$ cat src/design/sbd_pkg.sv
// sbd_pkg: shared constants, types, reciprocal tables and clamp helpers
// for the supersample box downsampler. No dependencies.
package sbd_pkg;

  // limits of the mask geometry
  localparam int MAX_HI_WIDTH = 4096;
  localparam int MAX_SS       = 8;
  localparam int HEIGHT_LIMIT = 4096;

  // field and state widths
  localparam int SS_W    = 4;
  localparam int IDX_W   = $clog2(MAX_SS);
  localparam int DIM_W   = 13;
  localparam int POS_W   = $clog2(MAX_HI_WIDTH);
  localparam int SUB_W   = 3;
  localparam int SUM_W   = 14;
  localparam int COV_W   = 8;
  localparam int COLOR_W = 8;
  localparam int ALPHA_W = 8;

  // configuration port
  localparam int APB_AW = 5;
  localparam int APB_DW = 32;

  // cycles the derived block limits need after a register write
  localparam logic [1:0] CFG_SETTLE = 2'd2;

  // output queue
  localparam int FIFO_DEPTH = 8;
  localparam int FIFO_AW    = $clog2(FIFO_DEPTH);
  localparam int CNT_W      = FIFO_AW + 1;
  localparam int OCC_W      = CNT_W + 1;

  // register map, index = byte address / 4
  typedef enum logic [2:0] {
    REG_SS     = 3'd0,
    REG_WIDTH  = 3'd1,
    REG_HEIGHT = 3'd2,
    REG_RED    = 3'd3,
    REG_GREEN  = 3'd4,
    REG_BLUE   = 3'd5
  } reg_idx_t;

  // floor(n / ss) = (n * DIM_RECIP[ss-1]) >> DIM_K, exact for n < 2^13
  localparam int DIM_K  = 16;
  localparam int DIM_MW = 17;
  localparam logic [DIM_MW-1:0] DIM_RECIP [MAX_SS] = '{
    17'd65536, 17'd32768, 17'd21846, 17'd16384,
    17'd13108, 17'd10923, 17'd9363,  17'd8192
  };

  // floor(s / (ss*ss)) = (s * SQ_RECIP[ss-1]) >> SQ_K, exact for s < 2^14
  localparam int SQ_K  = 20;
  localparam int SQ_MW = 21;
  localparam logic [SQ_MW-1:0] SQ_RECIP [MAX_SS] = '{
    21'd1048576, 21'd262144, 21'd116509, 21'd65536,
    21'd41944,   21'd29128,  21'd21400,  21'd16384
  };

  // live configuration handed to the datapath
  typedef struct packed {
    logic [SS_W-1:0]    ss;
    logic [IDX_W-1:0]   ss_idx;
    logic [DIM_W-1:0]   width;
    logic [DIM_W-1:0]   height;
    logic [DIM_W-1:0]   col_limit;
    logic [DIM_W-1:0]   row_limit;
    logic [COLOR_W-1:0] red;
    logic [COLOR_W-1:0] green;
    logic [COLOR_W-1:0] blue;
  } cfg_t;

  // finished block sum leaving the accumulator
  typedef struct packed {
    logic             valid;
    logic [SUM_W-1:0] sum;
    logic             frame_end;
  } sum_t;

  // block side forced into 1..MAX_SS
  function automatic logic [SS_W-1:0] clamp_ss(input logic [SS_W-1:0] v);
    logic [SS_W-1:0] r;
    r = v;
    if (v == '0) r = SS_W'(1);
    else if (v > SS_W'(MAX_SS)) r = SS_W'(MAX_SS);
    return r;
  endfunction

  // mask dimension forced into 1..lim
  function automatic logic [DIM_W-1:0] clamp_dim(input logic [DIM_W-1:0] v,
                                                 input logic [DIM_W-1:0] lim);
    logic [DIM_W-1:0] r;
    r = v;
    if (v == '0) r = DIM_W'(1);
    else if (v > lim) r = lim;
    return r;
  endfunction

endpackage

$ cat src/design/sbd_cfg.sv
// sbd_cfg: APB register file, clamped settings and the block-aligned
// column and row limits. Depends on sbd_pkg.
module sbd_cfg (
  input  logic                       clk,
  input  logic                       rst,
  input  logic                       psel,
  input  logic                       penable,
  input  logic                       pwrite,
  input  logic [sbd_pkg::APB_AW-1:0] paddr,
  input  logic [sbd_pkg::APB_DW-1:0] pwdata,
  output logic [sbd_pkg::APB_DW-1:0] prdata,
  output sbd_pkg::cfg_t              cfg,
  output logic                       busy
);

  localparam logic [1:0] CFG_SETTLE_V = sbd_pkg::CFG_SETTLE;

  logic [sbd_pkg::SS_W-1:0]    ss_raw;
  logic [sbd_pkg::DIM_W-1:0]   width_raw;
  logic [sbd_pkg::DIM_W-1:0]   height_raw;
  logic [sbd_pkg::COLOR_W-1:0] red;
  logic [sbd_pkg::COLOR_W-1:0] green;
  logic [sbd_pkg::COLOR_W-1:0] blue;
  logic [1:0]                  settle;
  logic                        wr;
  sbd_pkg::reg_idx_t           idx;

  logic [sbd_pkg::SS_W-1:0]  ss;
  logic [sbd_pkg::IDX_W-1:0] ss_idx;
  logic [sbd_pkg::DIM_W-1:0] width;
  logic [sbd_pkg::DIM_W-1:0] height;
  logic [sbd_pkg::DIM_W+sbd_pkg::DIM_MW-1:0] col_prod;
  logic [sbd_pkg::DIM_W+sbd_pkg::DIM_MW-1:0] row_prod;
  logic [sbd_pkg::DIM_W-1:0] blocks_x;
  logic [sbd_pkg::DIM_W-1:0] blocks_y;
  logic [sbd_pkg::DIM_W+sbd_pkg::SS_W-1:0] col_lim_prod;
  logic [sbd_pkg::DIM_W+sbd_pkg::SS_W-1:0] row_lim_prod;
  logic [sbd_pkg::DIM_W-1:0] col_limit;
  logic [sbd_pkg::DIM_W-1:0] row_limit;

  assign wr  = psel && penable && pwrite;
  assign idx = sbd_pkg::reg_idx_t'(paddr[4:2]);

  // register writes
  always_ff @(posedge clk) begin
    if (rst) begin
      ss_raw     <= sbd_pkg::SS_W'(1);
      width_raw  <= sbd_pkg::DIM_W'(256);
      height_raw <= sbd_pkg::DIM_W'(256);
      red        <= '0;
      green      <= '0;
      blue       <= '0;
    end else if (wr) begin
      unique case (idx)
        sbd_pkg::REG_SS:     ss_raw     <= pwdata[sbd_pkg::SS_W-1:0];
        sbd_pkg::REG_WIDTH:  width_raw  <= pwdata[sbd_pkg::DIM_W-1:0];
        sbd_pkg::REG_HEIGHT: height_raw <= pwdata[sbd_pkg::DIM_W-1:0];
        sbd_pkg::REG_RED:    red        <= pwdata[sbd_pkg::COLOR_W-1:0];
        sbd_pkg::REG_GREEN:  green      <= pwdata[sbd_pkg::COLOR_W-1:0];
        sbd_pkg::REG_BLUE:   blue       <= pwdata[sbd_pkg::COLOR_W-1:0];
        default: ;
      endcase
    end
  end

  // read mux
  always_comb begin
    unique case (idx)
      sbd_pkg::REG_SS:     prdata = sbd_pkg::APB_DW'(ss_raw);
      sbd_pkg::REG_WIDTH:  prdata = sbd_pkg::APB_DW'(width_raw);
      sbd_pkg::REG_HEIGHT: prdata = sbd_pkg::APB_DW'(height_raw);
      sbd_pkg::REG_RED:    prdata = sbd_pkg::APB_DW'(red);
      sbd_pkg::REG_GREEN:  prdata = sbd_pkg::APB_DW'(green);
      sbd_pkg::REG_BLUE:   prdata = sbd_pkg::APB_DW'(blue);
      default:             prdata = '0;
    endcase
  end

  // clamped settings
  assign ss     = sbd_pkg::clamp_ss(ss_raw);
  assign ss_idx = sbd_pkg::IDX_W'(ss - sbd_pkg::SS_W'(1));
  assign width  = sbd_pkg::clamp_dim(width_raw, sbd_pkg::DIM_W'(sbd_pkg::MAX_HI_WIDTH));
  assign height = sbd_pkg::clamp_dim(height_raw, sbd_pkg::DIM_W'(sbd_pkg::HEIGHT_LIMIT));

  // whole blocks per row and per column, by reciprocal multiply
  assign col_prod = {{sbd_pkg::DIM_MW{1'b0}}, width} *
                    {{sbd_pkg::DIM_W{1'b0}}, sbd_pkg::DIM_RECIP[ss_idx]};
  assign row_prod = {{sbd_pkg::DIM_MW{1'b0}}, height} *
                    {{sbd_pkg::DIM_W{1'b0}}, sbd_pkg::DIM_RECIP[ss_idx]};

  always_ff @(posedge clk) begin
    blocks_x <= col_prod[sbd_pkg::DIM_K +: sbd_pkg::DIM_W];
    blocks_y <= row_prod[sbd_pkg::DIM_K +: sbd_pkg::DIM_W];
  end

  // samples covered by whole blocks
  assign col_lim_prod = {{sbd_pkg::SS_W{1'b0}}, blocks_x} *
                        {{sbd_pkg::DIM_W{1'b0}}, ss};
  assign row_lim_prod = {{sbd_pkg::SS_W{1'b0}}, blocks_y} *
                        {{sbd_pkg::DIM_W{1'b0}}, ss};

  always_ff @(posedge clk) begin
    col_limit <= col_lim_prod[sbd_pkg::DIM_W-1:0];
    row_limit <= row_lim_prod[sbd_pkg::DIM_W-1:0];
  end

  // hold off the stream until the limits follow a write
  always_ff @(posedge clk) begin
    if (rst || wr) settle <= CFG_SETTLE_V;
    else if (settle != 2'd0) settle <= settle - 2'd1;
  end

  assign busy = (settle != 2'd0);

  always_comb begin
    cfg.ss        = ss;
    cfg.ss_idx    = ss_idx;
    cfg.width     = width;
    cfg.height    = height;
    cfg.col_limit = col_limit;
    cfg.row_limit = row_limit;
    cfg.red       = red;
    cfg.green     = green;
    cfg.blue      = blue;
  end

endmodule

$ cat config.mk
export PLATFORM = sky130hd
export DESIGN_NAME = sbd_cfg
export DESIGN_NICKNAME = d
export VERILOG_FILES = /design/src/design/sbd_pkg.sv /design/src/design/sbd_cfg.sv
export SDC_FILE = /design/constraint.sdc
export NUM_CORES = 1
export LEC_CHECK = 0
export BUFFER_PORTS_ARGS = -buffer_cell sky130_fd_sc_hd__buf_2
export CAP_MARGIN = 30
export CORE_ASPECT_RATIO = 0.5
export CORE_UTILIZATION = 30
export DETAILED_ROUTE_END_ITERATION = 8
export MAX_ROUTING_LAYER = met4
export PLACE_DENSITY = 0.46
export SYNTH_ARGS = -nofsm -noshare
export SYNTH_HDL_FRONTEND = slang
export SYNTH_SLANG_ARGS = --single-unit
$ cat constraint.sdc
create_clock -name clk -period 9.8 [get_ports clk]
set_clock_uncertainty 0.05 [all_clocks]
set_input_delay 1.47 -clock clk [delete_from_list [all_inputs] [get_ports clk]]
set_output_delay 1.47 -clock clk [all_outputs]
set_load 0.02 [all_outputs]
# ---- Word level (Yosys, flattened, before mapping)
# Memory sizes are Yosys's and may differ from the RTL's.
# Cells that the tools add are included.
dict set report op_classes {
  mul 4
  mux 9
  n_bitwise 1
  n_eq_ne 5
  n_lt_le_gt_ge 4
  n_reduce_logical 14
  add_sub_neg 2
}
# operator n
set ops {}
lappend ops {{$pmux 13 s6} 1}
lappend ops {{$mul 13x17->29} 2}
lappend ops {{$mux 13} 4}
lappend ops {{$mux 17} 2}
lappend ops {{$gt 13x13->1 const B} 2}
lappend ops {{$logic_not 13->1} 2}
lappend ops {{$mul 13x4->13} 2}
lappend ops {{$reduce_and 2->1} 6}
lappend ops {{$mux 4} 2}
lappend ops {{$eq 3x2->1 const B} 2}
lappend ops {{$eq 3x3->1 const B} 2}
lappend ops {{$ge 4x4->1 const B} 1}
lappend ops {{$gt 4x4->1 const B} 1}
lappend ops {{$logic_not 4->1} 1}
lappend ops {{$not 3->4} 1}
lappend ops {{$eq 3x1->1 const B} 1}
lappend ops {{$logic_not 3->1} 1}
lappend ops {{$sub 3x1->3 const B} 1}
lappend ops {{$logic_and 1x1->1} 2}
lappend ops {{$reduce_bool 2->1} 1}
lappend ops {{$sub 2x1->2 const B} 1}
lappend ops {{$logic_or 1x1->1} 1}
dict set report word_totals {
  n_memories 1
  inputBits 42
  ff_bits 108
  output_inout_bits 116
  romBits 136
}
# memory words width read_ports rd_ports_with_merged_regs write_ports line_no
set memory_table {}
lappend memory_table {{(no name shown)} 8 17 1 0 0 sbd_cfg.sv:89} ;# {{sbd_pkg::DIM_W{1'b0}}, sbd_pkg::DIM_RECIP[ss_idx]};

# ---- Longest topological paths before layout
dict set report depth {
  depth_word 9
  ltp_mapped 31
}

# ---- Worst setup path after synthesis
# Ideal clock, no wire load.
dict set report synth_path {
  path_type {register to register}
  start {register ss_raw[2] (netlist bit)}
  end {register blocks_y[10] (netlist bit)}
  period_less_slack_ns 6.961
  setup_ns 0.072
  path_slack_ns 2.839
  arrival_ns 6.839
  required_ns 9.678
  path_stages_with_launch 31
  n_path_buf 3
  path_cell_list {dfxtp_1 nor2_1 nor2_1 nor2_1 clkbuf_1 inv_1 ha_1 xnor2_1 clkbuf_1 buf_1 nor2_1 nand2_1 inv_1 fa_1 inv_1 fa_1 inv_1 fa_1 fa_1 inv_1 fa_1 inv_1 ha_1 a21oi_1 o221ai_1 a221oi_1 a2111oi_4 o21ai_1 a31oi_1 a21oi_1 xnor2_1}
}
# item line_no
set synth_rtl {}
lappend synth_rtl {{start: declaration} sbd_cfg.sv:18} ;# logic [sbd_pkg::SS_W-1:0] ss_raw;
lappend synth_rtl {{start signal: assignment} sbd_cfg.sv:47} ;# ss_raw <= sbd_pkg::SS_W'(1);
lappend synth_rtl {{start signal: assignment} sbd_cfg.sv:55} ;# sbd_pkg::REG_SS: ss_raw <= pwdata[sbd_pkg::SS_W-1:0];
lappend synth_rtl {{end signal: assignment} sbd_cfg.sv:93} ;# blocks_y <= row_prod[sbd_pkg::DIM_K +: sbd_pkg::DIM_W];
lappend synth_rtl {{end: declaration} sbd_cfg.sv:35} ;# logic [sbd_pkg::DIM_W-1:0] blocks_y;

# ---- Final worst setup path
dict set report layout_path {
  start {register ss_raw[2] (netlist bit)}
  end {register blocks_x[11] (netlist bit)}
}
dict set report layout_via {
  elab_chain_len 9
  elab_cells_between_ends 10
  cone_classes {add/sub (1); mul (1); order compare (1); mux (4); bitwise (1); reduce/logical (1); memory (1)}
}
# item line_no
set layout_lines {}
lappend layout_lines {{$gt 4x4->1} sbd_pkg.sv:85} ;# else if (v > SS_W'(MAX_SS)) r = SS_W'(MAX_SS);
lappend layout_lines {{$mux 4} sbd_pkg.sv:85}
lappend layout_lines {{$mux 4 *} sbd_pkg.sv:84} ;# if (v == '0) r = SS_W'(1);
lappend layout_lines {{$sub 3x1->3 *} sbd_cfg.sv:81} ;# assign ss_idx = sbd_pkg::IDX_W'(ss - sbd_pkg::SS_W'(1));
lappend layout_lines {{$not 3->4 (implied by the code) *} sbd_cfg.sv:87} ;# {{sbd_pkg::DIM_W{1'b0}}, sbd_pkg::DIM_RECIP[ss_idx]};
lappend layout_lines {{$mem_v2 8x17 *} n/a}
lappend layout_lines {{$mux 17 * (2 in a row)} n/a}
lappend layout_lines {{$mul 13x17->29 *} sbd_cfg.sv:86} ;# assign col_prod = {{sbd_pkg::DIM_MW{1'b0}}, width} *
lappend layout_lines {{via col_prod, one bit} sbd_cfg.sv:32} ;# logic [sbd_pkg::DIM_W+sbd_pkg::DIM_MW-1:0] col_prod;
lappend layout_lines {{end signal: assignment} sbd_cfg.sv:92} ;# blocks_x <= col_prod[sbd_pkg::DIM_K +: sbd_pkg::DIM_W];
lappend layout_lines {{end: declaration} sbd_cfg.sv:34} ;# logic [sbd_pkg::DIM_W-1:0] blocks_x;
# Mark *: on every way through the listed nets, which the timed path passes. The rest lies on a longest branch. The select of a mux whose other input is x is not followed.
# A chain may end at the register's enable or synchronous reset.

==> results.toml <==
[status]
status = "finished, violations left"
violations = "design-rule violations"

[synthesis]
synth_seq_area_share = 0.115
synth-seq-cells = 108
ys_warn_count = 0
synth_most_common_cell = "inv_1"
yosysTopAreaCellShare = 0.384
async_flop_share = 0
synthCells = 2194
synth_area_leaders = "fa_1 38%, dfxtp_1 12%, ha_1 11%, inv_1 11%, nand2_1 6.2%"
synth_area_leader_cell = "fa_1"
synth-edff-count = 0
synth_commonest_cells = "544 x inv_1, 360 x fa_1, 308 x nand2_1"
dominantRegCellSynth = "dfxtp_1"
syn_avg_cell_area_sq_um = 8.56
synth.distinct_cells = 61
syn_area_sq_um = 18800

[critical_path]
worst_setup_path_end_kind = "flop"
critPathSlowestCell = "ha_1"
critPathMaxFanout = 30
worst-endpoint-arrival_ns = 8.38
cp.required_ns = 9.98
reg2reg_setup_slack_ns = 1.60
path_class = "reg2reg"
start_kind = "flop"
slowest_delay_ns = 0.89

[cells_and_area]
final_util = 0.336
final_cell_area_sq_um = 20600
final-instance-count-excl-fill = 3112
multiInputGateArea_sq_um = 14200
nFillCells = 6648
finalNetCount = 2852
area_growth_syn_to_layout_pct = 9.93
drive_above_1_share = 0.0814
seqCellArea_sq_um = 2160

[clocking]
htreeDepth = 3
clkLatencyLatePin_ns = 0.40
clock_path_buffers = 2
ctsHoldBuffers = 0
post_cts_resized = 0
cts_tree = "yes"
clk_pin_slew_ns = 0.08
clock-sinks = 108
postCtsSetupRepairBufs = 0
cts-root-buf = "clkbuf_16"
cts_buffers = 9

[route]
vias = 14400
drt_iter0_markers = 829
wl_per_cell_um = 19.2
finalWirelength_um = 59800
antenna_left = 0
avgViaCountPerCell = 4.62
drcViolationCount = 12
dr.pass1.iters = 7

[global_routing]
track_usage = 0.202
grt.overflow.total = 0
grt_max_degree = 47
grt_pass1_wl_um = 92100
antenna_found_initial = 6
grt_pass1_vias = 14800

[timing]
tightest_slew_ns = 1.02
layout_setup_ws_ns = 1.60
setup_viol = 0
clock.fmax_mhz = 122
finalMaxSlewViolations = 0
min_period_ns = 8.20
max-slew-margin-rel = 0.322
fin_crit_sh = 0.837
finalHoldViolCount = 0
tns_ns = 0
rsz0062_at_grt = "no"

[run]
drv_cap = 0

[placed_design]
post-place-ws_ns = 1.68
portBuffers = 117
dp_hpwl_um = 49600
placed_area_sq_um = 20300
place_congestion = 0.940
dp.cells = 3093

[pwr]
power.leakage_nw = 11.0
cellPowerDensity_nw_per_um2 = 47.9
irDropWorstVdd_mv = 0.0820

[floorplan]
initial_core_util = 0.305
io_pins = 158
die_x_um = 356
dieArea_sq_um = 63700
core_area_sq_um = 61500
floorplan.rows = 64
die_h_um = 179

[min_path]
min_path_type = "reg2reg"
cell type report:
class / count / area share
Multi-Input combinational cell: 1453 / 0.687
Sequential cell: 108 / 0.105
Inverter: 558 / 0.102
Tap cell: 825 / 0.0500
Timing Repair Buffer: 149 / 0.0406
Clock buffer: 12 / 0.0129
Clock inverter: 4 / 0.00267
Antenna cell: 3 / 0.000364
state kept, by name, indices dropped and copies added, names as in the netlist, 4 cells and up:
register,flops
blocks_x,13
blocks_y,13
col_limit,13
height_raw,13
row_limit,13
width_raw,13
blue,8
green,8
red,8
ss_raw,4
logic make-up after synthesis:
logic type,share of synthesized area
flip-flops,0.115
adder cells (fa/ha/maj),0.498
buffers and inverters,0.134
other,0.000200
XOR/XNOR,0.0284
AO/OA/AOI/OAI,0.0604
multiplexers,0.0193
AND/OR/NAND/NOR,0.145
cells in the final DEF, fill, tap and decap left out, types with 5 or more instances in the layout:
master       n
nor3_1      13
fa_1       360
buf_2      117
ha_1       171
o21ai_0     15
nor2_1     174
dfxtp_1    108
nand3_1     16
nand2_1    308
buf_4       31
a21o_1      18
mux2i_1     35
inv_2        8
o211ai_1     5
nor4_1       6
and2_1      44
a31oi_1      5
a22oi_1     10
nand2b_1    15
o21a_1       6
o21ai_1      6
nor2b_1     12
o21bai_1     9
clkbuf_16    9
and3_1      18
clkinv_1     5
inv_1      544
nand4_1      7
xor2_1      14
conb_1      19
a21oi_1     75
xnor2_1     46
through the flow:
| stage | total power [mW] | hold slack [ns] |
|---|---|---|
| global route | 1.04 | 0.460 |
| detailed placement | 0.586 | 0.425 |
| floorplan | 0.545 | 0.398 |
| finish | 0.989 | 0.441 |
| global placement | 0.584 | 0.420 |
| CTS | 1.01 | 0.436 |
layer usage:
metal | up-vias | global-route usage | share of wire
li1 | 6691 | - | -
met1 | 7243 | 0.297 | 0.51
met2 | 414 | 0.277 | 0.40
met3 | 30 | 0.0520 | 0.079
met4 | 0 | 0.0376 | 0.012
met5 | - | - | 0
critical path, delay by kind of cell (launching register included):
family | cells | cell delay, ns
xor gates and xnor gates | 1 | 0.36
AOI/OAI and AO/OA | 5 | 1.25
DFF | 1 | 0.40
and+or+nand+nor | 5 | 0.89
adders and majority gates | 7 | 3.49
buffers and inverters | 8 | 1.58
where the power goes:
group	switching, mW	internal [mW]
clock network	0.193	0.221
logic	0.0834	0.0370
registers	0.00687	0.448
total	0.283	0.706
path summary, 6_finish.rpt:
check | from | to | cells past startpoint
worst max-delay path | ss_raw[2]$_SDFFE_PP0P_ | blocks_x[11]$_DFF_P_ | 26
worst min-delay path | width_raw[12]$_SDFFE_PP0P_ | width_raw[12]$_SDFFE_PP0P_ | 2
worst max register to register | ss_raw[2]$_SDFFE_PP0P_ | blocks_x[11]$_DFF_P_ | 26
worst min register to register | width_raw[12]$_SDFFE_PP0P_ | width_raw[12]$_SDFFE_PP0P_ | 2
No activity file was read; power rests on OpenSTA's default activity.
