## src/design/sbd_pkg.sv

```systemverilog
// sbd_pkg: shared constants, types, reciprocal tables and clamp helpers
// for the supersample box downsampler. No dependencies.
package sbd_pkg;

  // limits of the mask geometry
  localparam int MAX_HI_WIDTH = 4096;
  localparam int MAX_SS       = 8;
  localparam int HEIGHT_LIMIT = 4096;

  // field and state widths
  localparam int SS_W    = 4;
  localparam int IDX_W   = $clog2(MAX_SS);
  localparam int DIM_W   = 13;
  localparam int POS_W   = $clog2(MAX_HI_WIDTH);
  localparam int SUB_W   = 3;
  localparam int SUM_W   = 14;
  localparam int COV_W   = 8;
  localparam int COLOR_W = 8;
  localparam int ALPHA_W = 8;

  // configuration port
  localparam int APB_AW = 5;
  localparam int APB_DW = 32;

  // cycles the derived block limits need after a register write
  localparam logic [1:0] CFG_SETTLE = 2'd2;

  // output queue
  localparam int FIFO_DEPTH = 8;
  localparam int FIFO_AW    = $clog2(FIFO_DEPTH);
  localparam int CNT_W      = FIFO_AW + 1;
  localparam int OCC_W      = CNT_W + 1;

  // register map, index = byte address / 4
  typedef enum logic [2:0] {
    REG_SS     = 3'd0,
    REG_WIDTH  = 3'd1,
    REG_HEIGHT = 3'd2,
    REG_RED    = 3'd3,
    REG_GREEN  = 3'd4,
    REG_BLUE   = 3'd5
  } reg_idx_t;

  // floor(n / ss) = (n * DIM_RECIP[ss-1]) >> DIM_K, exact for n < 2^13
  localparam int DIM_K  = 16;
  localparam int DIM_MW = 17;
  localparam logic [DIM_MW-1:0] DIM_RECIP [MAX_SS] = '{
    17'd65536, 17'd32768, 17'd21846, 17'd16384,
    17'd13108, 17'd10923, 17'd9363,  17'd8192
  };

  // floor(s / (ss*ss)) = (s * SQ_RECIP[ss-1]) >> SQ_K, exact for s < 2^14
  localparam int SQ_K  = 20;
  localparam int SQ_MW = 21;
  localparam logic [SQ_MW-1:0] SQ_RECIP [MAX_SS] = '{
    21'd1048576, 21'd262144, 21'd116509, 21'd65536,
    21'd41944,   21'd29128,  21'd21400,  21'd16384
  };

  // live configuration handed to the datapath
  typedef struct packed {
    logic [SS_W-1:0]    ss;
    logic [IDX_W-1:0]   ss_idx;
    logic [DIM_W-1:0]   width;
    logic [DIM_W-1:0]   height;
    logic [DIM_W-1:0]   col_limit;
    logic [DIM_W-1:0]   row_limit;
    logic [COLOR_W-1:0] red;
    logic [COLOR_W-1:0] green;
    logic [COLOR_W-1:0] blue;
  } cfg_t;

  // finished block sum leaving the accumulator
  typedef struct packed {
    logic             valid;
    logic [SUM_W-1:0] sum;
    logic             frame_end;
  } sum_t;

  // block side forced into 1..MAX_SS
  function automatic logic [SS_W-1:0] clamp_ss(input logic [SS_W-1:0] v);
    logic [SS_W-1:0] r;
    r = v;
    if (v == '0) r = SS_W'(1);
    else if (v > SS_W'(MAX_SS)) r = SS_W'(MAX_SS);
    return r;
  endfunction

  // mask dimension forced into 1..lim
  function automatic logic [DIM_W-1:0] clamp_dim(input logic [DIM_W-1:0] v,
                                                 input logic [DIM_W-1:0] lim);
    logic [DIM_W-1:0] r;
    r = v;
    if (v == '0) r = DIM_W'(1);
    else if (v > lim) r = lim;
    return r;
  endfunction

endpackage

```

## src/design/sbd_alpha.sv

```systemverilog
// sbd_alpha: divides block sums by ss*ss, saturates to a byte and queues
// the pixels for the output stream. Depends on sbd_pkg.
module sbd_alpha (
  input  logic                        clk,
  input  logic                        rst,
  input  logic [sbd_pkg::IDX_W-1:0]   ss_idx,
  input  sbd_pkg::sum_t               acc,
  input  logic                        m_tready,
  output logic                        m_tvalid,
  output logic [sbd_pkg::ALPHA_W-1:0] alpha,
  output logic                        m_tlast,
  output logic [sbd_pkg::OCC_W-1:0]   occupancy
);

  localparam int PROD_W = sbd_pkg::SUM_W + sbd_pkg::SQ_MW;
  localparam int Q_W    = PROD_W - sbd_pkg::SQ_K;

  logic                        a_v;
  logic [sbd_pkg::SUM_W-1:0]   a_sum;
  logic                        a_fend;
  logic [PROD_W-1:0]           prod;
  logic                        b_v;
  logic [Q_W-1:0]              b_q;
  logic                        b_fend;
  logic [sbd_pkg::ALPHA_W-1:0] sat;

  logic [sbd_pkg::ALPHA_W:0]   fifo [sbd_pkg::FIFO_DEPTH];
  logic [sbd_pkg::FIFO_AW-1:0] wr_ptr;
  logic [sbd_pkg::FIFO_AW-1:0] rd_ptr;
  logic [sbd_pkg::CNT_W-1:0]   count;
  logic                        push;
  logic                        pop;

  // operand and product registers
  always_ff @(posedge clk) begin
    if (rst) begin
      a_v <= 1'b0;
      b_v <= 1'b0;
    end else begin
      a_v <= acc.valid;
      b_v <= a_v;
    end
  end

  assign prod = {{sbd_pkg::SQ_MW{1'b0}}, a_sum} *
                {{sbd_pkg::SUM_W{1'b0}}, sbd_pkg::SQ_RECIP[ss_idx]};

  always_ff @(posedge clk) begin
    a_sum  <= acc.sum;
    a_fend <= acc.frame_end;
    b_q    <= prod[PROD_W-1:sbd_pkg::SQ_K];
    b_fend <= a_fend;
  end

  // saturate to a byte
  assign sat = (b_q > Q_W'(255)) ? {sbd_pkg::ALPHA_W{1'b1}} : b_q[sbd_pkg::ALPHA_W-1:0];

  // pixel queue
  assign push = b_v;
  assign pop  = m_tvalid && m_tready;

  always_ff @(posedge clk) begin
    if (push) fifo[wr_ptr] <= {b_fend, sat};
  end

  always_ff @(posedge clk) begin
    if (rst) begin
      wr_ptr <= '0;
      rd_ptr <= '0;
      count  <= '0;
    end else begin
      if (push) wr_ptr <= wr_ptr + sbd_pkg::FIFO_AW'(1);
      if (pop) rd_ptr <= rd_ptr + sbd_pkg::FIFO_AW'(1);
      if (push && !pop) count <= count + sbd_pkg::CNT_W'(1);
      else if (pop && !push) count <= count - sbd_pkg::CNT_W'(1);
    end
  end

  assign m_tvalid = (count != '0);
  assign alpha    = fifo[rd_ptr][sbd_pkg::ALPHA_W-1:0];
  assign m_tlast  = fifo[rd_ptr][sbd_pkg::ALPHA_W];

  // every pixel in flight has a queue slot reserved
  assign occupancy = sbd_pkg::OCC_W'(count) + sbd_pkg::OCC_W'(a_v) +
                     sbd_pkg::OCC_W'(b_v) + sbd_pkg::OCC_W'(acc.valid);

  // the credit check at the input keeps the queue from overflowing
  a_no_overflow: assert property (@(posedge clk) disable iff (rst)
    (push && !pop) |-> (count < sbd_pkg::CNT_W'(sbd_pkg::FIFO_DEPTH)))
    else $error("pixel queue overflow");

endmodule

```

## config.mk

```make
export PLATFORM = sky130hd
export DESIGN_NAME = sbd_alpha
export DESIGN_NICKNAME = d
export VERILOG_FILES = /design/src/design/sbd_pkg.sv /design/src/design/sbd_alpha.sv
export SDC_FILE = /design/constraint.sdc
export NUM_CORES = 1
export LEC_CHECK = 0
export BUFFER_PORTS_ARGS = -buffer_cell sky130_fd_sc_hd__clkbuf_2
export CAP_MARGIN = 0
export CELL_PAD_IN_SITES_DETAIL_PLACEMENT = 0
export CELL_PAD_IN_SITES_GLOBAL_PLACEMENT = 2
export CORE_MARGIN = 2
export CORE_UTILIZATION = 44
export CTS_BUF_LIST = sky130_fd_sc_hd__clkbuf_4 sky130_fd_sc_hd__clkbuf_8 sky130_fd_sc_hd__clkbuf_16
export CTS_CLUSTER_DIAMETER = 120
export DETAILED_ROUTE_END_ITERATION = 7
export GPL_ROUTABILITY_DRIVEN = 0
export GPL_TIMING_DRIVEN = 0
export PLACE_DENSITY_LB_ADDON = 0.15
export SLEW_MARGIN = 20
export SYNTH_ARGS = -nofsm -noshare
export SYNTH_HDL_FRONTEND = slang
export SYNTH_SLANG_ARGS = --single-unit
```

## constraint.sdc

```tcl
create_clock -name clk -period 7 [get_ports clk]
set_input_delay 0.7 -clock clk [delete_from_list [all_inputs] [get_ports clk]]
set_output_delay 0.7 -clock clk [all_outputs]
set_load 0.02 [all_outputs]
```

---- Word-level counts from Yosys, hierarchy flattened ----
Memory sizes are Yosys's and may differ from the RTL's. A register that Yosys moved wholly into a read port is not among the register bits.
Index checks and enable logic that the tools add are counted.
storage, ports and cells
  register bits after elaboration ......... 43
  memories ................................ 2
  logic and storage cells ................. 38
  input bits .............................. 22
  memory bits (read-only) ................. 168
  bits in writable memories ............... 72
memory list
  memory           depth  bits a word  read ports  clocked after Yosys merged registers in  wr ports  RTL line         source
  (no name shown)  8      21           1           0                                        0         sbd_alpha.sv:46  {{sbd_pkg::SUM_W{1'b0}}, sbd_pkg::SQ_RECIP[ss_idx]};
  fifo             8      9            1           1                                        1         sbd_alpha.sv:27  logic [sbd_pkg::ALPHA_W:0] fifo [sbd_pkg::FIFO_DEPTH];
operators by class
  multiply operators ...................... 1
  bitwise logic cells ..................... 1
  multiplexer cells ....................... 9
  $lt $le $gt $ge ......................... 2
  reduce and logical (&&, ||, !) cells .... 7
  add/sub/neg operators ................... 7
operators by type and width
  operator               number
  $mux W21               2
  $mul A14 B21 Y35       1
  $gt A15 B8 Y1 const B  1
  $add A5 B1 Y5          2
  $mux W4                2
  $mux W8                1
  $add A3 B1 Y3 const B  2
  $mux W3                2
  $add A4 B1 Y5          1
  $add A4 B1 Y4 const B  1
  $ge A4 B4 Y1 const B   1
  $not A3 Y4             1
  $reduce_bool A4 Y1     1
  $sub A4 B1 Y4 const B  1
  $logic_and A1 B1 Y1    3
  $logic_not A1 Y1       2
  $mux W1                2
  $reduce_bool A2 Y1     1

---- Longest topological paths before layout ----
Gate-level depths: netlist of run 1.
  word-level depth ........................ 5
  mapped depth ............................ 25

---- Worst setup path after synthesis of run 1 ----
No wires, ideal clock.
  kind .................................... input port to flip-flop
  start ................................... input ss_idx[0] in the netlist's numbering
  end ..................................... register b_q[7]
  slack ................................... 0.513 ns
  setup time .............................. 0.072 ns
  required time ........................... 6.928 ns
  buffers on the path ..................... 1
  stages on the path ...................... 23
  data arrival time ....................... 6.415 ns
  cells stage by stage .................... inv_1 -> ha_1 -> nor2b_1 -> clkbuf_1 -> nand2_1 -> fa_1 -> fa_1 -> inv_1 -> fa_1 -> fa_1 -> fa_1 -> inv_1 -> fa_1 -> inv_1 -> ha_1 -> nand2_1 -> o21ai_0 -> a21oi_1 -> o311ai_4 -> a221oi_4 -> o21ai_1 -> a21oi_2 -> xnor2_1
between the ends
  longest elaborated chain between the ends .. 5
RTL lines
  what                                          RTL line         source
  start: declaration                            sbd_alpha.sv:6   input logic [sbd_pkg::IDX_W-1:0] ss_idx,
  $not A3 Y4 (implied by the code)              sbd_alpha.sv:46
  $mem_v2 Z8 W21                                --
  $mux W21 (implied by the code) (2 in series)  sbd_alpha.sv:46
  $mul A14 B21 Y35                              sbd_alpha.sv:45  assign prod = {{sbd_pkg::SQ_MW{1'b0}}, a_sum} *
  named net prod[27]                            sbd_alpha.sv:21  logic [PROD_W-1:0] prod;
  end signal: assignment                        sbd_alpha.sv:51  b_q <= prod[PROD_W-1:sbd_pkg::SQ_K];
  end: declaration                              sbd_alpha.sv:23  logic [Q_W-1:0] b_q;
The timed path passes the listed nets, and every way through them passes these cells. The select of a mux whose other input is x is not followed.
A chain may end at the register's enable or synchronous reset.

---- Worst setup path after layout of run 1 ----
  start ................................... input ss_idx[0] in the netlist's numbering
  end ..................................... register b_q[8]
Same word-level chain as after synthesis.

==> results of run 1 <==
worst min-delay path by stage:
stage            from      to  slack, ns  cells past startpoint
6_report       a_fend  b_fend       0.33                      0
5_1_grt        a_fend  b_fend       0.33                      0
4_1_cts        a_fend  b_fend       0.33                      0
3_5_place_dp   a_fend  b_fend       0.31                      0
3_3_place_gp   a_fend  b_fend       0.31                      0
2_1_floorplan  a_fend  b_fend       0.31                      0
worst reg2reg max path, cell delays in order, from the launching register on:
cell	delay, ns
dfxtp_1	0.33
clkbuf_1	0.48
nand2_1	0.20
fa_1	0.52
fa_1	0.54
inv_1	0.07
fa_1	0.52
inv_1	0.05
fa_1	0.46
fa_1	0.54
inv_1	0.05
fa_1	0.48
ha_1	0.36
a21o_1	0.17
a2111oi_0	0.48
a21oi_1	0.17
a311o_1	0.37
a21oi_1	0.16
o21ai_1	0.08
xor2_1	0.14
Yosys cell counts (4+ instances only):
| master | n | area, um2 |
|---|---|---|
| nor3_1 | 6 | 30.0 |
| nand2_1 | 81 | 304 |
| or2_2 | 8 | 50.1 |
| and2_1 | 76 | 475 |
| nand3_1 | 7 | 35.0 |
| xnor2_1 | 11 | 96.3 |
| a21oi_1 | 26 | 130 |
| a21oi_2 | 4 | 35.0 |
| mux4_2 | 18 | 405 |
| o21ai_0 | 12 | 60.1 |
| nor2b_1 | 11 | 68.8 |
| xor2_1 | 11 | 96.3 |
| dfxtp_1 | 46 | 921 |
| ha_1 | 149 | 1860 |
| and3_1 | 11 | 68.8 |
| inv_1 | 228 | 856 |
| clkbuf_1 | 28 | 105 |
| mux2_2 | 9 | 101 |
| edfxtp_1 | 72 | 2160 |
| nor2_1 | 27 | 101 |
| a21o_1 | 7 | 52.6 |
| fa_1 | 159 | 3180 |
| nand4_1 | 6 | 37.5 |
placed cells by master, fill, tap and decap left out, types with 9 or more instances in the layout:
cell and instances:
edfxtp_1 72, nor2_1 26, dfxtp_1 46, ha_1 149, clkbuf_2 40, mux2_2 9
fa_1 159, xnor2_1 11, clkbuf_1 18, and3_1 11, xor2_1 11, nand2_1 81
mux4_2 18, inv_1 228, clkbuf_16 17, o21ai_0 11, and2_1 75, a21oi_1 25
state kept, by name (all words and copies together), names as in the netlist, named ones only:
register and flops:
a_fend 1, a_sum 14, a_v 1, b_fend 1
b_q 15, b_v 1, count 4, fifo 72
rd_ptr 3, wr_ptr 3
cell type report:
type	instances	area [um2]
plain buffers	33	155
clock buffers	18	439
flip-flops and latches	118	3080
clock inverters	14	153
inverters	228	856
well taps	335	419
repair buffers	43	233
multi-input cells	681	7660
fillers	2428	13100
routing by layer:
metal | part of all wire (%) | track usage [%] | vias to the layer above | wire (um)
li1 | - | - | 3515 | -
met1 | 48 | 28.3 | 3601 | 12600
met2 | 47 | 33.4 | 132 | 12400
met3 | 4.0 | 3.47 | 12 | 1050
met4 | 1.1 | 4.80 | 0 | 278
met5 | 0 | 0 | - | 0
metrics by stage:
step	setup slack, ns	utilization, %	hold WS (ns)
floorplan	0.513	-	0.310
global placement	-1.03	47.0	0.313
detailed placement	-0.978	47.1	0.313
CTS	0.0164	49.5	0.327
global route	0.00657	49.9	0.333
finish	0.330	49.9	0.327
cell families (layout without fill, tap and decap cells):
| group | after synthesis | after routing | share of synthesized area, % |
|---|---|---|---|
| AO/OA/AOI/OAI | 72 | 72 | 4.24 |
| XOR/XNOR | 22 | 22 | 1.65 |
| adder cells (fa/ha/maj) | 308 | 308 | 43.3 |
| buffers and inverters | 262 | 336 | 8.48 |
| flip-flops | 118 | 118 | 26.5 |
| multiplexers | 30 | 30 | 4.61 |
| AND/OR/NAND/NOR | 249 | 249 | 11.2 |
power by group through the flow:
stage                     clock, uW  combinational (uW)  sequential (uW)
after detailed placement          0                1950              885
after global routing            941                2280              877
after CTS                       911                1980              870
after global placement            0                1950              884
after floorplan                   0                1500              876
final                           887                1990              869
timing repair:
item | 4_1_cts | 5_1_grt
resized for setup | 16 | 24
buffers inserted | 0 | 6
hold buffers | 0 | 0
pin swaps | 0 | 5
gates cloned | 0 | 0
endpoints found under the setup margin | 14 | 9
==> results.py, run 1 <==
metrics = {
    "cells_and_area": {
        "areaGrowthSynthToFinish_pct": 11.6,
        "fin_area_mm2": 0.0130,
        "layout.cells.non_filler": 1470,
        "fin_nets": 1452,
        "n_antenna_cell": 0,
        "drive_above_1_share_pct": 13.1,
    },
    "placed_design": {
        "place_inst": 1433,
        "placed_area_mm2": 0.0123,
        "portBuffers": 36,
        "dp.final_hpwl_um": 21700,
    },
    "pwr": {
        "combPwrFrac_pct": 53.1,
        "netSwitchingFraction_pct": 41.1,
        "p_seq_share_pct": 23.2,
        "clkPwrFrac_pct": 23.7,
        "total_power_uw": 3750,
        "peakVddDrop_v": 0.000169,
        "intPower_uw": 2210,
        "p_sw_uw": 1540,
        "p_per_area_mw_per_mm2": 288,
        "power_leakage_uw": 0.00641,
    },
    "floorplan": {
        "core.rowCount": 59,
        "die_w_um": 167,
        "num_io_pins": 37,
        "start_util_pct": 44.7,
        "die_area_mm2": 0.0278,
        "core_mm2": 0.0261,
        "dieHeight_um": 167,
    },
    "synthesis": {
        "synth.distinct_cells": 54,
        "yosys_warnings": 0,
        "async_reset_ff_share_pct": 0,
        "mappedNetlistNets": 1391,
        "netlist_area_mm2": 0.0116,
        "synth_cells": 1061,
        "synth_edf_count": 72,
        "syn_area_per_cell_um2": 11.0,
        "ys_ff_latch": 118,
        "ys_seq_area_share_pct": 26.5,
        "ys.flop_type": "edfxtp_1",
    },
    "sta": {
        "period_needed_ns": 6.67,
        "setup_violations": 0,
        "period_share_pct": 95.3,
        "rsz0062_at_grt": "no",
        "tns_ns": 0,
        "worst_slew_pin_slew_ns": 0.905,
        "finalMaxSlewViolations": 0,
        "hold_viol": 0,
        "fmax_mhz": 150,
        "fin_skew_ns": 0.0230,
        "slew_headroom_pct": 39.5,
    },
    "clock_network": {
        "cts_tree": "yes",
        "clk_pin_slew_ns": 0.06,
        "worstSkewPairLatency_ns": 0.42,
        "numCtsBuffers": 17,
        "cts_max_level": 4,
        "cts.path.max_buffers": 2,
        "cts_root_buf": "clkbuf_16",
        "clock-sinks": 118,
    },
    "grt": {
        "grt-ovfl-total": 0,
        "antenna_found_initial": 0,
        "grtUsageTotal_pct": 20.3,
        "grt_pass1_wl_um": 43400,
        "grt_pass1_vias": 7870,
        "grt_max_degree": 17,
    },
    "critical_path": {
        "rr_startpoint": "a_sum[2]",
        "cp-end-kind": "flop",
        "reg2reg_to": "b_q[1]",
        "required_ns": 7.30,
        "cp_max_fo": 10,
        "worstSetupStartpoint": "ss_idx[0]",
        "crit_arrival_ns": 6.97,
        "crit_top_cell": "fa_1",
        "crit_end": "b_q[8]",
        "rr_worst_depth": 19,
        "cp.depth": 24,
        "slowest_delay_ns": 0.56,
        "startpoint_type": "primary input",
        "cpLargestDelayFamily": "adder cells",
        "path_cells": "clkbuf_2 -> inv_1 -> ha_1 -> nor2b_2 -> clkbuf_4 -> nand2_1 -> fa_1 -> fa_1 -> inv_1 -> fa_1 -> fa_1 -> fa_1 -> inv_1 -> fa_1 -> inv_1 -> ha_1 -> a21oi_2 -> o21ai_0 -> a21oi_2 -> o311ai_4 -> a221oi_4 -> buf_4 -> nor3_4 -> o31a_2",
        "crit_slowest_cell": "fa_1",
        "critical_path_class": "primary input to flop",
        "crit_buf_inv": 7,
        "r2r_setup_slack_ns": 0.67,
    },
    "routing": {
        "post_drt_wl_per_cell_um": 17.9,
        "dr.pass1.iters": 5,
        "avgViaCountPerCell": 4.94,
        "via_count": 7260,
        "drtAntennaViolNets": 0,
        "drt_iter0_markers": 301,
        "drc": 0,
        "wl_um": 26300,
    },
    "run": {
        "drv_cap": 0,
    },
    "status": {
        "status": "complete, no violations",
    },
    "min_path": {
        "hold_class": "flop to flop",
    },
}
(Power assumes the default switching activity.)
==> run 2: changes to the inputs <==
--- a/config.mk
+++ b/config.mk
@@ -5,15 +5,15 @@
 export SDC_FILE = /design/constraint.sdc
 export NUM_CORES = 1
 export LEC_CHECK = 0
-export BUFFER_PORTS_ARGS = -buffer_cell sky130_fd_sc_hd__clkbuf_2
 export CAP_MARGIN = 0
 export CELL_PAD_IN_SITES_DETAIL_PLACEMENT = 0
 export CELL_PAD_IN_SITES_GLOBAL_PLACEMENT = 2
 export CORE_MARGIN = 2
-export CORE_UTILIZATION = 44
+export CORE_UTILIZATION = 45
 export CTS_BUF_LIST = sky130_fd_sc_hd__clkbuf_4 sky130_fd_sc_hd__clkbuf_8 sky130_fd_sc_hd__clkbuf_16
 export CTS_CLUSTER_DIAMETER = 120
 export DETAILED_ROUTE_END_ITERATION = 7
+export DONT_BUFFER_PORTS = 1
 export GPL_ROUTABILITY_DRIVEN = 0
 export GPL_TIMING_DRIVEN = 0
 export PLACE_DENSITY_LB_ADDON = 0.15
==> run 2 against run 1 <==
  * Setup slack lost 0.0016 ns
  * Final cell count shrank 3.1%
  * Critical path depth fell by 1
  * Critical endpoint is now b_q[14]
==> results.py, run 2 (synthesis results as in run 1) <==
metrics = {
    "status": {
        "status": "complete, no violations",
    },
    "clock_network": {
        "numCtsBuffers": 17,
        "clk_pin_slew_ns": 0.07,
        "cts_root_buf": "clkbuf_16",
        "cts_tree": "yes",
        "hold_buffers": 0,
        "cts_max_level": 4,
        "worstSkewPairLatency_ns": 0.43,
        "clock-sinks": 118,
        "cts.path.max_buffers": 2,
    },
    "cells_and_area": {
        "final_common_cell": "inv_1",
        "drive_above_1_share_pct": 9.32,
        "n_antenna_cell": 0,
        "fin_nets": 1412,
        "largest_reg_flops": 72,
        "fillers": 2370,
        "areaGrowthSynthToFinish_pct": 9.34,
        "top_regs": "fifo (72), b_q (15), a_sum (14)",
        "top_register": "fifo",
        "final_cell_mix": "inv_1, fa_1, ha_1",
        "fin_area_mm2": 0.0127,
        "final_util_pct": 50.3,
    },
    "critical_path": {
        "slowest_delay_ns": 0.57,
        "reg2reg_to": "b_q[14]",
        "crit_end": "b_q[14]",
        "rr_startpoint": "a_sum[5]",
        "startpoint_type": "primary input",
        "crit_slowest_cell": "fa_1",
        "required_ns": 7.33,
        "critical_path_class": "primary input to flop",
        "path_cells": "inv_1 -> ha_1 -> nor2b_2 -> a21o_1 -> buf_4 -> nand2_1 -> fa_1 -> inv_1 -> fa_1 -> fa_1 -> fa_1 -> fa_1 -> fa_1 -> ha_1 -> buf_2 -> a21oi_2 -> nand2_1 -> nor3_1 -> a22o_1 -> a31oi_2 -> o41a_1 -> a21oi_1 -> xnor2_1",
        "crit_arrival_ns": 7.00,
        "rr_worst_depth": 20,
        "r2r_setup_slack_ns": 0.53,
        "cp-end-kind": "flop",
        "cp_max_fo": 10,
        "crit_top_cell": "fa_1",
        "worstSetupStartpoint": "ss_idx[0]",
    },
    "sta": {
        "fin_skew_ns": 0.0235,
        "fmax_mhz": 150,
        "hold_slack_ns": 0.291,
        "slew_headroom_pct": 41.9,
        "rsz0062_at_grt": "no",
        "period_needed_ns": 6.67,
        "period_share_pct": 95.3,
        "worst_slew_pin_slew_ns": 0.868,
        "finalMaxSlewViolations": 0,
        "hold_viol": 0,
        "setup_violations": 0,
    },
    "placed_design": {
        "placed_area_mm2": 0.0121,
        "dp.final_hpwl_um": 21100,
        "portBuffers": 0,
    },
    "floorplan": {
        "dieHeight_um": 165,
        "core.rowCount": 58,
        "start_util_pct": 46.0,
        "die_area_mm2": 0.0272,
        "die_w_um": 165,
        "num_io_pins": 37,
        "core_mm2": 0.0253,
    },
    "grt": {
        "grt_max_degree": 17,
        "grtUsageTotal_pct": 20.6,
        "grt_pass1_wl_um": 41700,
        "grt-ovfl-total": 0,
        "grt_pass1_vias": 7616,
        "antenna_found_initial": 0,
    },
    "routing": {
        "drtAntennaViolNets": 0,
        "met2_length_um": 11900,
        "post_drt_wl_per_cell_um": 18.0,
        "via_count": 7038,
        "wl_met1_um": 12700,
        "dr_wl_met3_um": 874,
        "dr.pass1.iters": 4,
        "drt_iter0_markers": 329,
        "drc": 0,
        "avgViaCountPerCell": 4.94,
        "wl_um": 25700,
        "top_layer_used": "met4",
    },
    "pwr": {
        "p_per_area_mw_per_mm2": 291,
        "peakVddDrop_v": 0.000157,
        "power_leakage_uw": 0.00625,
    },
    "run": {
        "drv_cap": 0,
    },
    "min_path": {
        "hold_class": "primary input to flop",
        "whs_path_depth": 0,
    },
}
run 2: cell count changes in the layout (fill, tap and decap cells not counted), moves of 2 or more:
cell      previous run  this run
a21o_1               4         6
a21o_4               2         0
buf_4                7         3
clkbuf_2            40         6
clkbuf_4             3         0
clkbuf_8             2         0
clkinv_2             3         0
clkinv_4             4         1
inv_6                1         6
inv_8                1         4
run 2: layout make-up:
cell class,count,area [um2],area share (%)
multi-input combinational,681,7610,59.8
sequential,118,3080,24.2
inverter,228,856,6.72
clock buffer,17,425,3.34
tap,330,413,3.24
clock inverter,15,181,1.42
buffer,34,145,1.14
timing repair buffer,2,15.0,0.118
run 2: critical path: cells and delay by family:
kind                     cells  cell delay, ns
AO/OA/AOI/OAI                6            1.58
buffers and inverters        4            0.56
adder cells (fa/ha/maj)      8            3.37
XOR/XNOR                     1            0.18
AND/OR/NAND/NOR              4            0.58
run 2: timing repair:
item,in CTS,in global routing
setup buffers,0,2
pin swaps,0,0
resized for setup,9,17
cloned,0,0
setup endpoints to repair,11,10
run 2: power breakdown:
part           internal (uW)  total, uW  switching (uW)
registers                841        870            28.7
logic                    785       1910            1130
clock network            541        924             382
run 2: routing by layer:
metal,global-route usage (%),vias to the layer above
li1,-,3438
met1,29.3,3476
met2,34.2,112
met3,2.66,12
met4,4.07,0
met5,0,-
run 2: metrics by stage:
stage	instances	setup TNS (ns)	total power, uW	setup WS [ns]
after CTS	1423	0	3750	0.0110
after floorplan	1061	0	2370	0.513
after detailed placement	1391	-7.89	2800	-0.822
final	1425	0	3700	0.329
after global routing	1425	0	4040	0.0304
after global placement	1391	-8.17	2800	-0.872
run 2: worst min-delay path by stage:
stage                       from        to  slack, ns
after floorplan           a_fend    b_fend       0.31
final                     acc[2]  a_sum[1]       0.29
after CTS                 acc[2]  a_sum[1]       0.28
after detailed placement  a_fend    b_fend       0.31
after global routing      acc[2]  a_sum[1]       0.28
after global placement    a_fend    b_fend       0.31
==> run 3: changes to the inputs <==
--- a/config.mk
+++ b/config.mk
@@ -9,7 +9,7 @@
 export CELL_PAD_IN_SITES_DETAIL_PLACEMENT = 0
 export CELL_PAD_IN_SITES_GLOBAL_PLACEMENT = 2
 export CORE_MARGIN = 2
-export CORE_UTILIZATION = 45
+export CORE_UTILIZATION = 40
 export CTS_BUF_LIST = sky130_fd_sc_hd__clkbuf_4 sky130_fd_sc_hd__clkbuf_8 sky130_fd_sc_hd__clkbuf_16
 export CTS_CLUSTER_DIAMETER = 120
 export DETAILED_ROUTE_END_ITERATION = 7
==> run 3 against run 2 <==
  * Sequential share of layout area fell by 0.12 points
  * Maximum frequency fell by 0.36%
  * Setup slack got worse by 0.024 ns
  * First-iteration DRC count fell by 9.1%
  * Largest power group unchanged
  * Critical path type unchanged
  * Critical endpoint unchanged
  * Via count fell by 0.92%
  * Worst hold slack got worse by 0.0013 ns
  * Clock power rose by 2%
  * Die area rose by 12%
  * Utilization fell by 5.7 points
  * Design area rose by 0.48%
  * Combinational power barely moved
==> results.py, run 3 (synthesis results as in run 1) <==
metrics = {
    "status": {
        "status": "complete, no violations",
    },
    "floorplan": {
        "start_util_pct": 40.6,
        "die_area_mm2": 0.0305,
        "dieHeight_um": 175,
        "num_io_pins": 37,
        "core_mm2": 0.0287,
        "die_w_um": 175,
        "core.rowCount": 62,
    },
    "cells_and_area": {
        "final_cell_mix": "inv_1, fa_1, ha_1",
        "final_util_pct": 44.6,
        "largest_reg_flops": 72,
        "n_antenna_cell": 0,
        "fillers": 2800,
        "layout.cells.non_filler": 1477,
        "areaGrowthSynthToFinish_pct": 9.86,
        "top_regs": "fifo (72), b_q (15), a_sum (14)",
        "drive_above_1_share_pct": 8.78,
        "final_common_cell": "inv_1",
        "fin_nets": 1410,
        "top_register": "fifo",
    },
    "critical_path": {
        "critical_path_class": "primary input to flop",
        "crit_arrival_ns": 7.03,
        "cp_max_fo": 10,
        "cp-end-kind": "flop",
        "required_ns": 7.34,
        "startpoint_type": "primary input",
    },
    "routing": {
        "drtAntennaViolNets": 0,
        "drc": 0,
        "drt_iter0_markers": 299,
        "via_count": 6973,
        "dr.pass1.iters": 4,
        "wl_um": 26400,
        "post_drt_wl_per_cell_um": 17.9,
        "avgViaCountPerCell": 4.72,
    },
    "sta": {
        "fin_skew_ns": 0.0186,
        "worst_slew_pin_slew_ns": 0.865,
        "hold_viol": 0,
        "period_needed_ns": 6.70,
        "rsz0062_at_grt": "no",
        "tns_ns": 0,
        "period_share_pct": 95.6,
        "finalMaxSlewViolations": 0,
        "setup_ws_ns": 0.305,
        "setup_violations": 0,
        "fmax_mhz": 149,
        "slew_headroom_pct": 42.1,
    },
    "clock_network": {
        "clock-sinks": 118,
        "cts_root_buf": "clkbuf_16",
        "numCtsBuffers": 17,
        "cts.path.max_buffers": 2,
        "worstSkewPairLatency_ns": 0.43,
        "clk_pin_slew_ns": 0.07,
        "cts_tree": "yes",
        "cts_max_level": 4,
    },
    "placed_design": {
        "dp.final_hpwl_um": 22000,
        "dp_slack_ns": -0.710,
        "place_inst": 1445,
        "portBuffers": 0,
    },
    "grt": {
        "grt_util_met3_pct": 3.24,
        "grt_pass1_vias": 7678,
        "grtUsageMet1_pct": 26.4,
        "grtUsageTotal_pct": 18.6,
        "grt_pass1_wl_um": 42800,
        "top_usage_layer": "met2",
        "grt-ovfl-total": 0,
        "antenna_found_initial": 1,
        "grt_max_degree": 17,
        "gr-usage-met2_pct": 29.9,
    },
    "pwr": {
        "peakVddDrop_v": 0.000149,
        "p_per_area_mw_per_mm2": 292,
        "power_leakage_uw": 0.00624,
    },
    "min_path": {
        "hold_class": "primary input to flop",
    },
    "run": {
        "drv_cap": 0,
    },
}
## run 3: changes by cell type in the layout (fill, tap and decap cells not counted)
cell,change
bufinv_16,+2
buf_2,-1
clkbuf_1,+1
nor2b_1,+1
clkinv_2,+2
buf_4,-3
clkbuf_4,+3
nor2b_2,-1
inv_6,-4
inv_8,-4
clkinv_1,+2
## run 3: final timing paths
kind | from | end | slack (ns) | depth (start not counted)
max reg2reg | a_sum[7] | b_q[7] | 0.60 | 20
min reg2reg | a_fend | b_fend | 0.33 | 0
min | acc[10] | a_sum[9] | 0.29 | 0
max | ss_idx[0] | b_q[14] | 0.30 | 23
## run 3: timing repair
action,CTS,global route
setup buffers,0,0
endpoints found under the setup margin,10,9
resized for setup,7,16
pin swaps,0,1
hold buffers,0,0
gates cloned,0,0
## run 3: final cells by class
class	instances	area [um2]	share of cell area, %
Buffer	34	144	1.12
Inverter	228	856	6.69
Tap cell	384	480	3.76
Multi-Input combinational cell	681	7610	59.5
Clock inverter	13	179	1.40
Sequential cell	118	3080	24.1
Clock buffer	19	440	3.44
## run 3: metrics by stage
stage               instance area [um2]  hold slack, ns  power, uW
finish                            12800           0.290       3730
global route                      12800           0.265       4060
CTS                               12800           0.274       3790
detailed placement                12100           0.317       2820
global placement                  12100           0.312       2830
floorplan                         11600           0.310       2370
## run 3: critical path, stage by stage
cell and delay (ns):
inv_1 0.08, ha_1 0.19, nor2b_1 0.28, a21o_1 0.25, clkbuf_4 0.30, nand2_1 0.10
fa_1 0.54, fa_1 0.52, inv_1 0.05, fa_1 0.56, fa_1 0.43, fa_1 0.46
fa_1 0.39, ha_1 0.30, buf_2 0.18, a21oi_2 0.24, nand2_1 0.07, nor3_1 0.19
a22o_1 0.28, a31oi_2 0.19, o41a_1 0.39, a21oi_1 0.19, xnor2_1 0.14
## run 3: where the power goes
part           total, uW  switching (uW)  internal [uW]
Combinational       1930            1140            789
Clock                940             338            602
Sequential           869            27.5            841
Total               3730            1500           2230
## run 3: routing by layer
layer  routed length, um  part of all wire, %
met1               13300                   50
met2               12200                   46
met3                 547                  2.1
met4                 395                  1.5
met5                   0                    0
